--- config.mk ---
export PLATFORM = sky130hd
export DESIGN_NAME = vrt_front
export DESIGN_NICKNAME = d
export VERILOG_FILES = /design/src/hdl/voxel_ray_traversal_assert.svh /design/src/hdl/vrt_pkg.sv /design/src/hdl/vrt_front.sv
export SDC_FILE = /design/constraint.sdc
export NUM_CORES = 1
export LEC_CHECK = 0
export BUFFER_PORTS_ARGS = -buffer_cell sky130_fd_sc_hd__buf_2
export CAP_MARGIN = 20
export CORE_ASPECT_RATIO = 2
export CORE_UTILIZATION = 53
export CTS_CLUSTER_SIZE = 14
export DETAILED_ROUTE_END_ITERATION = 16
export PLACE_DENSITY = 0.91
export SLEW_MARGIN = 30
export SYNTH_ARGS = -nofsm -noshare
export SYNTH_HDL_FRONTEND = slang
export SYNTH_SLANG_ARGS = --single-unit
export TNS_END_PERCENT = 20
--- constraint.sdc ---
create_clock -name clk -period 10.51 [get_ports clk]
set_clock_uncertainty 0.15 [all_clocks]
set_input_delay 2.102 -clock clk [delete_from_list [all_inputs] [get_ports clk]]
set_output_delay 2.102 -clock clk [all_outputs]
set_load 0.02 [all_outputs]
--- src/hdl/voxel_ray_traversal_assert.svh ---
// Assertion macros shared by the voxel ray traversal block.
// Both macros expect signals named clk and rst in the calling module.
`ifndef VOXEL_RAY_TRAVERSAL_ASSERT_SVH
`define VOXEL_RAY_TRAVERSAL_ASSERT_SVH

// Same-cycle implication.
`define VRT_ASSERT_IMP(label, ante, cons, msg) \
  label: assert property (@(posedge clk) disable iff (rst) (ante) |-> (cons)) \
    else $error(msg);

// Next-cycle implication.
`define VRT_ASSERT_NXT(label, ante, cons, msg) \
  label: assert property (@(posedge clk) disable iff (rst) (ante) |=> (cons)) \
    else $error(msg);

`endif

--- src/hdl/vrt_pkg.sv ---
package vrt_pkg;

  localparam int GRID_SIDE_DEF = 32;
  localparam int MAX_STEPS_DEF = 64;

  localparam int DIM_W    = 6;
  localparam int COORD_W  = 5;
  localparam int VAL_W    = 8;
  localparam int ORG_W    = 16;
  localparam int DIR_W    = 16;
  localparam int FRAC_W   = 11;
  localparam int MAG_W    = 16;
  localparam int CELL_W   = 8;
  localparam int TIME_W   = 30;
  localparam int STATUS_W = 2;
  localparam int REG_IDX_W = 2;

  localparam logic [TIME_W-1:0] TIME_MAX = '1;

  // Quotient bits of 2^30 / magnitude, one per divider cycle.
  localparam int DIV_STEPS = TIME_W + 1;

  localparam int QUEUE_DEPTH = 2;

  localparam logic [REG_IDX_W-1:0] REG_DIM_X = 2'd0;
  localparam logic [REG_IDX_W-1:0] REG_DIM_Y = 2'd1;
  localparam logic [REG_IDX_W-1:0] REG_DIM_Z = 2'd2;

  typedef enum logic {
    MODE_WRITE = 1'b0,
    MODE_RAY   = 1'b1
  } mode_t;

  typedef enum logic [STATUS_W-1:0] {
    ST_EMPTY = 2'd0,
    ST_HIT   = 2'd1,
    ST_EXIT  = 2'd2,
    ST_LIMIT = 2'd3
  } status_t;

  // Per-axis ray setup, prepared when the item is taken in.
  typedef struct packed {
    logic [COORD_W-1:0] start;
    logic [FRAC_W-1:0]  frac;
    logic               neg;
    logic               zero;
    logic [MAG_W-1:0]   mag;
  } axis_t;

  typedef struct packed {
    mode_t              mode;
    logic [COORD_W-1:0] wx;
    logic [COORD_W-1:0] wy;
    logic [COORD_W-1:0] wz;
    logic [VAL_W-1:0]   wv;
    axis_t [2:0]        axes;
  } item_t;

  typedef struct packed {
    logic  valid;
    item_t item;
  } queue_head_t;

  typedef struct packed {
    logic clearing;
  } back_status_t;

  typedef enum logic [3:0] {
    B_CLEAR,
    B_IDLE,
    B_ADR1,
    B_ADR2,
    B_WRITE,
    B_DIV,
    B_MUL,
    B_STEP,
    B_READ,
    B_CHECK
  } back_state_t;

endpackage

--- src/hdl/vrt_front.sv ---
// Takes items in, works out per-axis sign, magnitude and start cell, and
// holds them in a short queue for the back end.
module vrt_front (
  input  logic                            clk,
  input  logic                            rst,
  input  logic                            push,
  input  logic                            mode,
  input  logic [vrt_pkg::COORD_W-1:0]     write_x,
  input  logic [vrt_pkg::COORD_W-1:0]     write_y,
  input  logic [vrt_pkg::COORD_W-1:0]     write_z,
  input  logic [vrt_pkg::VAL_W-1:0]       write_value,
  input  logic [vrt_pkg::ORG_W-1:0]       origin_x,
  input  logic [vrt_pkg::ORG_W-1:0]       origin_y,
  input  logic [vrt_pkg::ORG_W-1:0]       origin_z,
  input  logic signed [vrt_pkg::DIR_W-1:0] dir_x,
  input  logic signed [vrt_pkg::DIR_W-1:0] dir_y,
  input  logic signed [vrt_pkg::DIR_W-1:0] dir_z,
  input  logic                            pop,
  output logic                            full,
  output vrt_pkg::queue_head_t            head
);

  localparam int PTR_W = (vrt_pkg::QUEUE_DEPTH > 1) ? $clog2(vrt_pkg::QUEUE_DEPTH) : 1;
  localparam int CNT_W = $clog2(vrt_pkg::QUEUE_DEPTH + 1);

  function automatic vrt_pkg::axis_t classify(input logic [vrt_pkg::ORG_W-1:0] o,
                                               input logic [vrt_pkg::DIR_W-1:0] d);
    vrt_pkg::axis_t a;
    a.start = o[vrt_pkg::ORG_W-1:vrt_pkg::FRAC_W];
    a.frac  = o[vrt_pkg::FRAC_W-1:0];
    a.zero  = (d == '0);
    a.neg   = d[vrt_pkg::DIR_W-1];
    a.mag   = a.neg ? vrt_pkg::MAG_W'(~d + 1'b1) : vrt_pkg::MAG_W'(d);
    return a;
  endfunction

  vrt_pkg::item_t   slots [vrt_pkg::QUEUE_DEPTH];
  vrt_pkg::item_t   item_in;
  logic [PTR_W-1:0] wr_ptr;
  logic [PTR_W-1:0] rd_ptr;
  logic [CNT_W-1:0] count;
  logic             do_pop;

  always_comb begin
    item_in.mode    = vrt_pkg::mode_t'(mode);
    item_in.wx      = write_x;
    item_in.wy      = write_y;
    item_in.wz      = write_z;
    item_in.wv      = write_value;
    item_in.axes[0] = classify(origin_x, dir_x);
    item_in.axes[1] = classify(origin_y, dir_y);
    item_in.axes[2] = classify(origin_z, dir_z);
  end

  assign full       = (count == CNT_W'(vrt_pkg::QUEUE_DEPTH));
  assign do_pop     = pop && (count != '0);
  assign head.valid = (count != '0);
  assign head.item  = slots[rd_ptr];

  always_ff @(posedge clk) begin
    if (push) begin
      slots[wr_ptr] <= item_in;
    end
  end

  always_ff @(posedge clk) begin
    if (rst) begin
      wr_ptr <= '0;
      rd_ptr <= '0;
      count  <= '0;
    end else begin
      if (push) begin
        wr_ptr <= (wr_ptr == PTR_W'(vrt_pkg::QUEUE_DEPTH - 1)) ? '0 : wr_ptr + 1'b1;
      end
      if (do_pop) begin
        rd_ptr <= (rd_ptr == PTR_W'(vrt_pkg::QUEUE_DEPTH - 1)) ? '0 : rd_ptr + 1'b1;
      end
      if (push && !do_pop) begin
        count <= count + 1'b1;
      end else if (do_pop && !push) begin
        count <= count - 1'b1;
      end
    end
  end

endmodule

==> results of run 1 <==
==> worst max-delay path by stage <==
stage / startpoint / end / slack [ps]
5_1_grt: flop / head[88] / 5290
3_5_place_dp: flop / head[88] / 5940
2_1_floorplan: push / slots[0][0] / 2170
6_report: flop / head[54] / 5430
4_1_cts: flop / head[88] / 5400
3_3_place_gp: flop / head[100] / 5970
==> routing by layer <==
| layer | GRT usage | vias to the layer above | routed length (um) |
|---|---|---|---|
| met3 | 0.0386 | 78 | 1150 |
| li1 | - | 2665 | - |
| met1 | 0.169 | 2830 | 6230 |
| met2 | 0.418 | 224 | 12300 |
| met4 | 0.126 | 4 | 1160 |
| met5 | 0 | - | 29 |
==> where the power goes <==
part | switching, mW | total, mW | internal (mW) | leakage [nW]
logic | 0.393 | 0.690 | 0.296 | 1.78
clock network | 0.327 | 0.748 | 0.421 | 0.318
registers | 0.0566 | 1.27 | 1.21 | 2.41
==> kinds of logic after synthesis <==
family,after synthesis,share of synthesized area
AO/OA/AOI/OAI,34,0.0220
XOR/XNOR,43,0.0371
adder cells (fa/ha/maj),4,0.00493
buffers and inverters,23,0.00851
flip-flops,257,0.756
multiplexers,126,0.140
AND/OR/NAND/NOR,62,0.0316
==> flip-flops by register name, indices dropped and copies added (netlist names), named ones only <==
signal	count
wr_ptr	1
rd_ptr	1
count	2
slots	252
==> cells in the final DEF, fill, tap and decap left out, drive strengths merged, types with 2 or more instances in the layout <==
| cell type | Yosys | routed |
|---|---|---|
| nor2b | 2 | 2 |
| nand2 | 22 | 22 |
| dfxtp | 5 | 5 |
| nor2 | 11 | 11 |
| nand3 | 4 | 4 |
| o31ai | 9 | 9 |
| or4 | 6 | 6 |
| or3 | 3 | 3 |
| ha | 4 | 4 |
| inv | 6 | 6 |
| o21ai | 16 | 16 |
| buf | 0 | 255 |
| xnor2 | 40 | 40 |
| mux2 | 126 | 126 |
| nor4 | 4 | 4 |
| nand2b | 3 | 3 |
| nor3 | 4 | 4 |
| diode | 0 | 3 |
| edfxtp | 252 | 252 |
| clkbuf | 17 | 39 |
| o41ai | 8 | 8 |
| xor2 | 3 | 3 |
==> worst max-delay path: stages, from the launching register on <==
cell and delay [ps]:
dfxtp_4 850, buf_4 790, mux2_2 430, buf_2 160
==> cell type report <==
cell class	count	area (um^2)
Sequential cell	257	7670
Fill cell	1296	6380
Inverter	6	22.5
Clock inverter	1	5.00
Timing Repair Buffer	255	1290
Tap cell	255	319
Clock buffer	39	656
Antenna cell	3	7.51
Multi-Input combinational cell	269	2400
==> through the flow <==
| step | worst slack (ps) | area (um^2) | hold slack [ps] | instances |
|---|---|---|---|---|
| after floorplan | 2170 | 10100 | 306 | 549 |
| after global placement | 5970 | 11700 | 331 | 1042 |
| after detailed placement | 5940 | 11700 | 353 | 1042 |
| after CTS | 5400 | 12400 | 365 | 1082 |
| after global routing | 5290 | 12400 | 388 | 1083 |
| final | 5430 | 12400 | 365 | 1085 |
==> flow_summary.json, run 1 <==
{
  "io_buffers": 251,
  "setup.worst_path.class": "flop to output port",
  "yosys-top-cells-area": "edfxtp_1, mux2_2, xnor2_1",
  "async_flop_share": 0,
  "finalSetupViolations": 0,
  "synth-seq-cells": 257,
  "first_pass_iters": 6,
  "rsz0062_at_grt": "no",
  "ant_nets": 0,
  "synthDistinctLibCells": 26,
  "start_util": 0.541,
  "antenna_found_initial": 4,
  "synth_top_area_frac": 0.746,
  "cp.required_ps": 8260,
  "synth.cells.most_frequent": "edfxtp_1, mux2_2, xnor2_1",
  "drv_cap": 0,
  "routedWlPerCell_um": 19.3,
  "ios": 252,
  "ys_warn_count": 0,
  "report.final.slew_viol_count": 0,
  "holdPathStages": 2,
  "vias": 5801,
  "yosysMostFrequentCell": "edfxtp_1",
  "clock_tree.root_cell": "clkbuf_16",
  "syn_to_final_growth_pct": 21.9,
  "power_mw": 2.71,
  "routabilityCongestion": 0.778,
  "cts_made_buffers": 22,
  "min_from": "count[1]",
  "drt_iter0_drc": 221,
  "timing.final.crit_share": 0.483,
  "postSynthCellCount": 549,
  "hold_viol_final": 0,
  "grt_max_degree": 71,
  "grt.overflow.total": 0,
  "endpoint_kind": "output port",
  "dieArea_mm2": 0.0197,
  "arrival_ps": 2820,
  "die_w_um": 99.8,
  "wl_um": 20900,
  "powerDensity_mw_per_mm2": 219,
  "avgSynthCellArea_um2": 18.5,
  "clk_latency_ps": 490,
  "route.detailed.drc": 0,
  "rr_endpoint": "slots[1][44]",
  "yosysSeqAreaShare": 0.756,
  "power.leakage_nw": 4.51,
  "synth_edf_count": 252,
  "cts_hold_buf": 0,
  "r2r-start": "wr_ptr",
  "grt_first_pass_wirelength_um": 30100,
  "layout-drive-gt1-share": 0.502,
  "ir_drop_mv": 0.204,
  "final_nets": 939,
  "syn_nets": 677,
  "period_needed_ps": 5080,
  "fin_tns_setup_ps": 0,
  "clkTransAtPathRegs_ps": 60,
  "synth_top_area_cell": "edfxtp_1",
  "grt_usage": 0.205,
  "worst-r2r-cell-count": 2,
  "cp-start-kind": "flop",
  "avgViaCountPerCell": 5.35,
  "tightest_slew_ps": 922,
  "grt_pass1_vias": 6062,
  "dieHeight_um": 198,
  "reg2reg_slack_ps": 7950,
  "status": "completed",
  "cts_tree": "done",
  "hold_end": "count[1]",
  "dp_hpwl_um": 14700,
  "final_core_util": 0.660,
  "slew_headroom": 0.385,
  "cts_max_path_buffers": 3,
  "core_area_mm2": 0.0187,
  "ys.flop_type": "edfxtp_1",
  "cts-resized-gates": 0,
  "worstPathMaxFanout": 70,
  "synth_area_mm2": 0.0101,
  "min_path_type": "flop to flop",
  "clock.fmax_mhz": 197,
  "fp-row-count": 71,
  "post-cts-setup-buffers": 0,
  "numClockSinks": 257,
  "cts.htree.levels": 1
}
Power figures use the tool's default switching activity.
==> run 2: changes to the inputs <==
clock period = 5.23 ns   (was 10.51 ns; I/O delays follow)
==> run 2 against run 1 <==
  * Power is 100% higher
  * Critical path depth grew 1
  * Critical endpoint is now head[62]
  * Highest routed layer unchanged
  * Largest cell class unchanged
  * Wire length fell by 0.46%
  * Register-to-register slack got worse by 4900 ps
  * Via count decreased by 0.66%
==> flow_summary.json, run 2 (synthesis results as in run 1) <==
{
  "design_area_mm2": 0.0124,
  "grt_first_pass_wirelength_um": 30600,
  "post-place-ws_ps": 1930,
  "final_cell_mix": "edfxtp_1, buf_2, mux2_2",
  "use_met2": 0.396,
  "ios": 252,
  "finalSetupViolations": 0,
  "dieHeight_um": 198,
  "hold_viol_final": 0,
  "endpoint_kind": "output port",
  "power_switching_mw": 1.57,
  "avgViaCountPerCell": 5.28,
  "power.share.clock": 0.279,
  "fin_tns_setup_ps": 0,
  "status": "completed",
  "clkTransAtPathRegs_ps": 60,
  "dp_hpwl_um": 14000,
  "hold_ws_ps": 363,
  "dieArea_mm2": 0.0197,
  "vias": 5763,
  "top_regs": "slots: 252 flops, count: 2 flops",
  "regMostFlops": "slots",
  "drt_iter0_drc": 270,
  "cts_hold_buf": 0,
  "die_w_um": 99.8,
  "ir_drop_mv": 0.331,
  "layout-drive-gt1-share": 0.501,
  "grt_usage": 0.207,
  "final_common_cell": "edfxtp_1",
  "core_area_mm2": 0.0187,
  "power.leakage_nw": 4.53,
  "cts_max_path_buffers": 3,
  "cts.htree.levels": 1,
  "sw_frac_of_total": 0.286,
  "grt.overflow.total": 0,
  "setup.worst_path.class": "flop to output port",
  "post_dp_cell_area_mm2": 0.0117,
  "report.final.slew_viol_count": 0,
  "post-cts-setup-buffers": 0,
  "min_path_type": "flop to flop",
  "final_core_util": 0.664,
  "grt_use_met3": 0.0407,
  "arrival_ps": 2500,
  "use_met1": 0.204,
  "slew_headroom": 0.467,
  "grt_pass1_vias": 5945,
  "finalWorstSetupSlack_ps": 1540,
  "route.detailed.drc": 0,
  "wl_um": 20800,
  "clock_tree.root_cell": "clkbuf_16",
  "drv_cap": 0,
  "period_needed_ps": 3690,
  "antenna_found_initial": 10,
  "tightest_slew_ps": 799,
  "first_pass_iters": 6,
  "cts_made_buffers": 22,
  "worstPathMaxFanout": 41,
  "largest_reg_flops": 252,
  "timing.final.crit_share": 0.706,
  "grt_max_degree": 127,
  "pwr-share-seq": 0.460,
  "numClockSinks": 257,
  "cp-start-kind": "flop",
  "routedWlPerCell_um": 19.1,
  "clock.fmax_mhz": 271,
  "busiest_layer": "met2",
  "cp.required_ps": 4030,
  "clk_latency_ps": 490,
  "io_buffers": 251,
  "ant_nets": 0,
  "rsz0062_at_grt": "no",
  "final_nets": 940,
  "cts-resized-gates": 0,
  "cts_tree": "done",
  "start_util": 0.541,
  "p_int_mw": 3.93,
  "syn_to_final_growth_pct": 22.6,
  "routabilityCongestion": 0.827,
  "fp-row-count": 71,
  "powerDensity_mw_per_mm2": 443,
  "combPwrFrac": 0.261
}
[run 2: path summary, 6_finish.rpt]
| check | slack, ps | to | start | cells after the start |
|---|---|---|---|---|
| worst min register to register | 360 | count[1] | count[1] | 2 |
| worst min-delay path | 360 | count[1] | count[1] | 2 |
| worst max-delay path | 1540 | head[62] | flop | 4 |
| worst max register to register | 3100 | slots[1][69] | wr_ptr | 2 |
[run 2: power by group through the flow]
stage | sequential [mW] | clock, mW | combinational [mW]
after CTS | 2.57 | 1.57 | 1.40
after floorplan | 2.51 | 0 | 1.03
final | 2.53 | 1.54 | 1.43
after global routing | 2.55 | 1.65 | 1.52
after detailed placement | 2.62 | 0 | 1.39
after global placement | 2.61 | 0 | 1.36
[run 2: stage by stage]
step	std cells	power, mW
2_1_floorplan	549	3.55
3_3_place_gp	1042	3.97
3_5_place_dp	1042	4.01
4_1_cts	1082	5.54
5_1_grt	1088	5.72
6_report	1091	5.50
[run 2: layout make-up]
cell class | instances | area (um^2)
repair buffers | 256 | 1330
fillers | 1313 | 6310
flip-flops and latches | 257 | 7670
well taps | 255 | 319
multi-input cells | 269 | 2400
inverters | 6 | 22.5
diodes | 8 | 20.0
clock inverters | 1 | 30.0
clock buffers | 39 | 646
[run 2: worst max-delay path, cell delays in order (launching register included)]
cell     delay (ps)
dfxtp_4         730
buf_12          280
buf_4           400
mux2_2          400
buf_2           160
[run 2: metal layers]
metal | wire, um | vias to the layer above
li1 | - | 2671
met2 | 11800 | 212
met3 | 1190 | 60
met1 | 6770 | 2816
met5 | 27 | -
met4 | 971 | 4
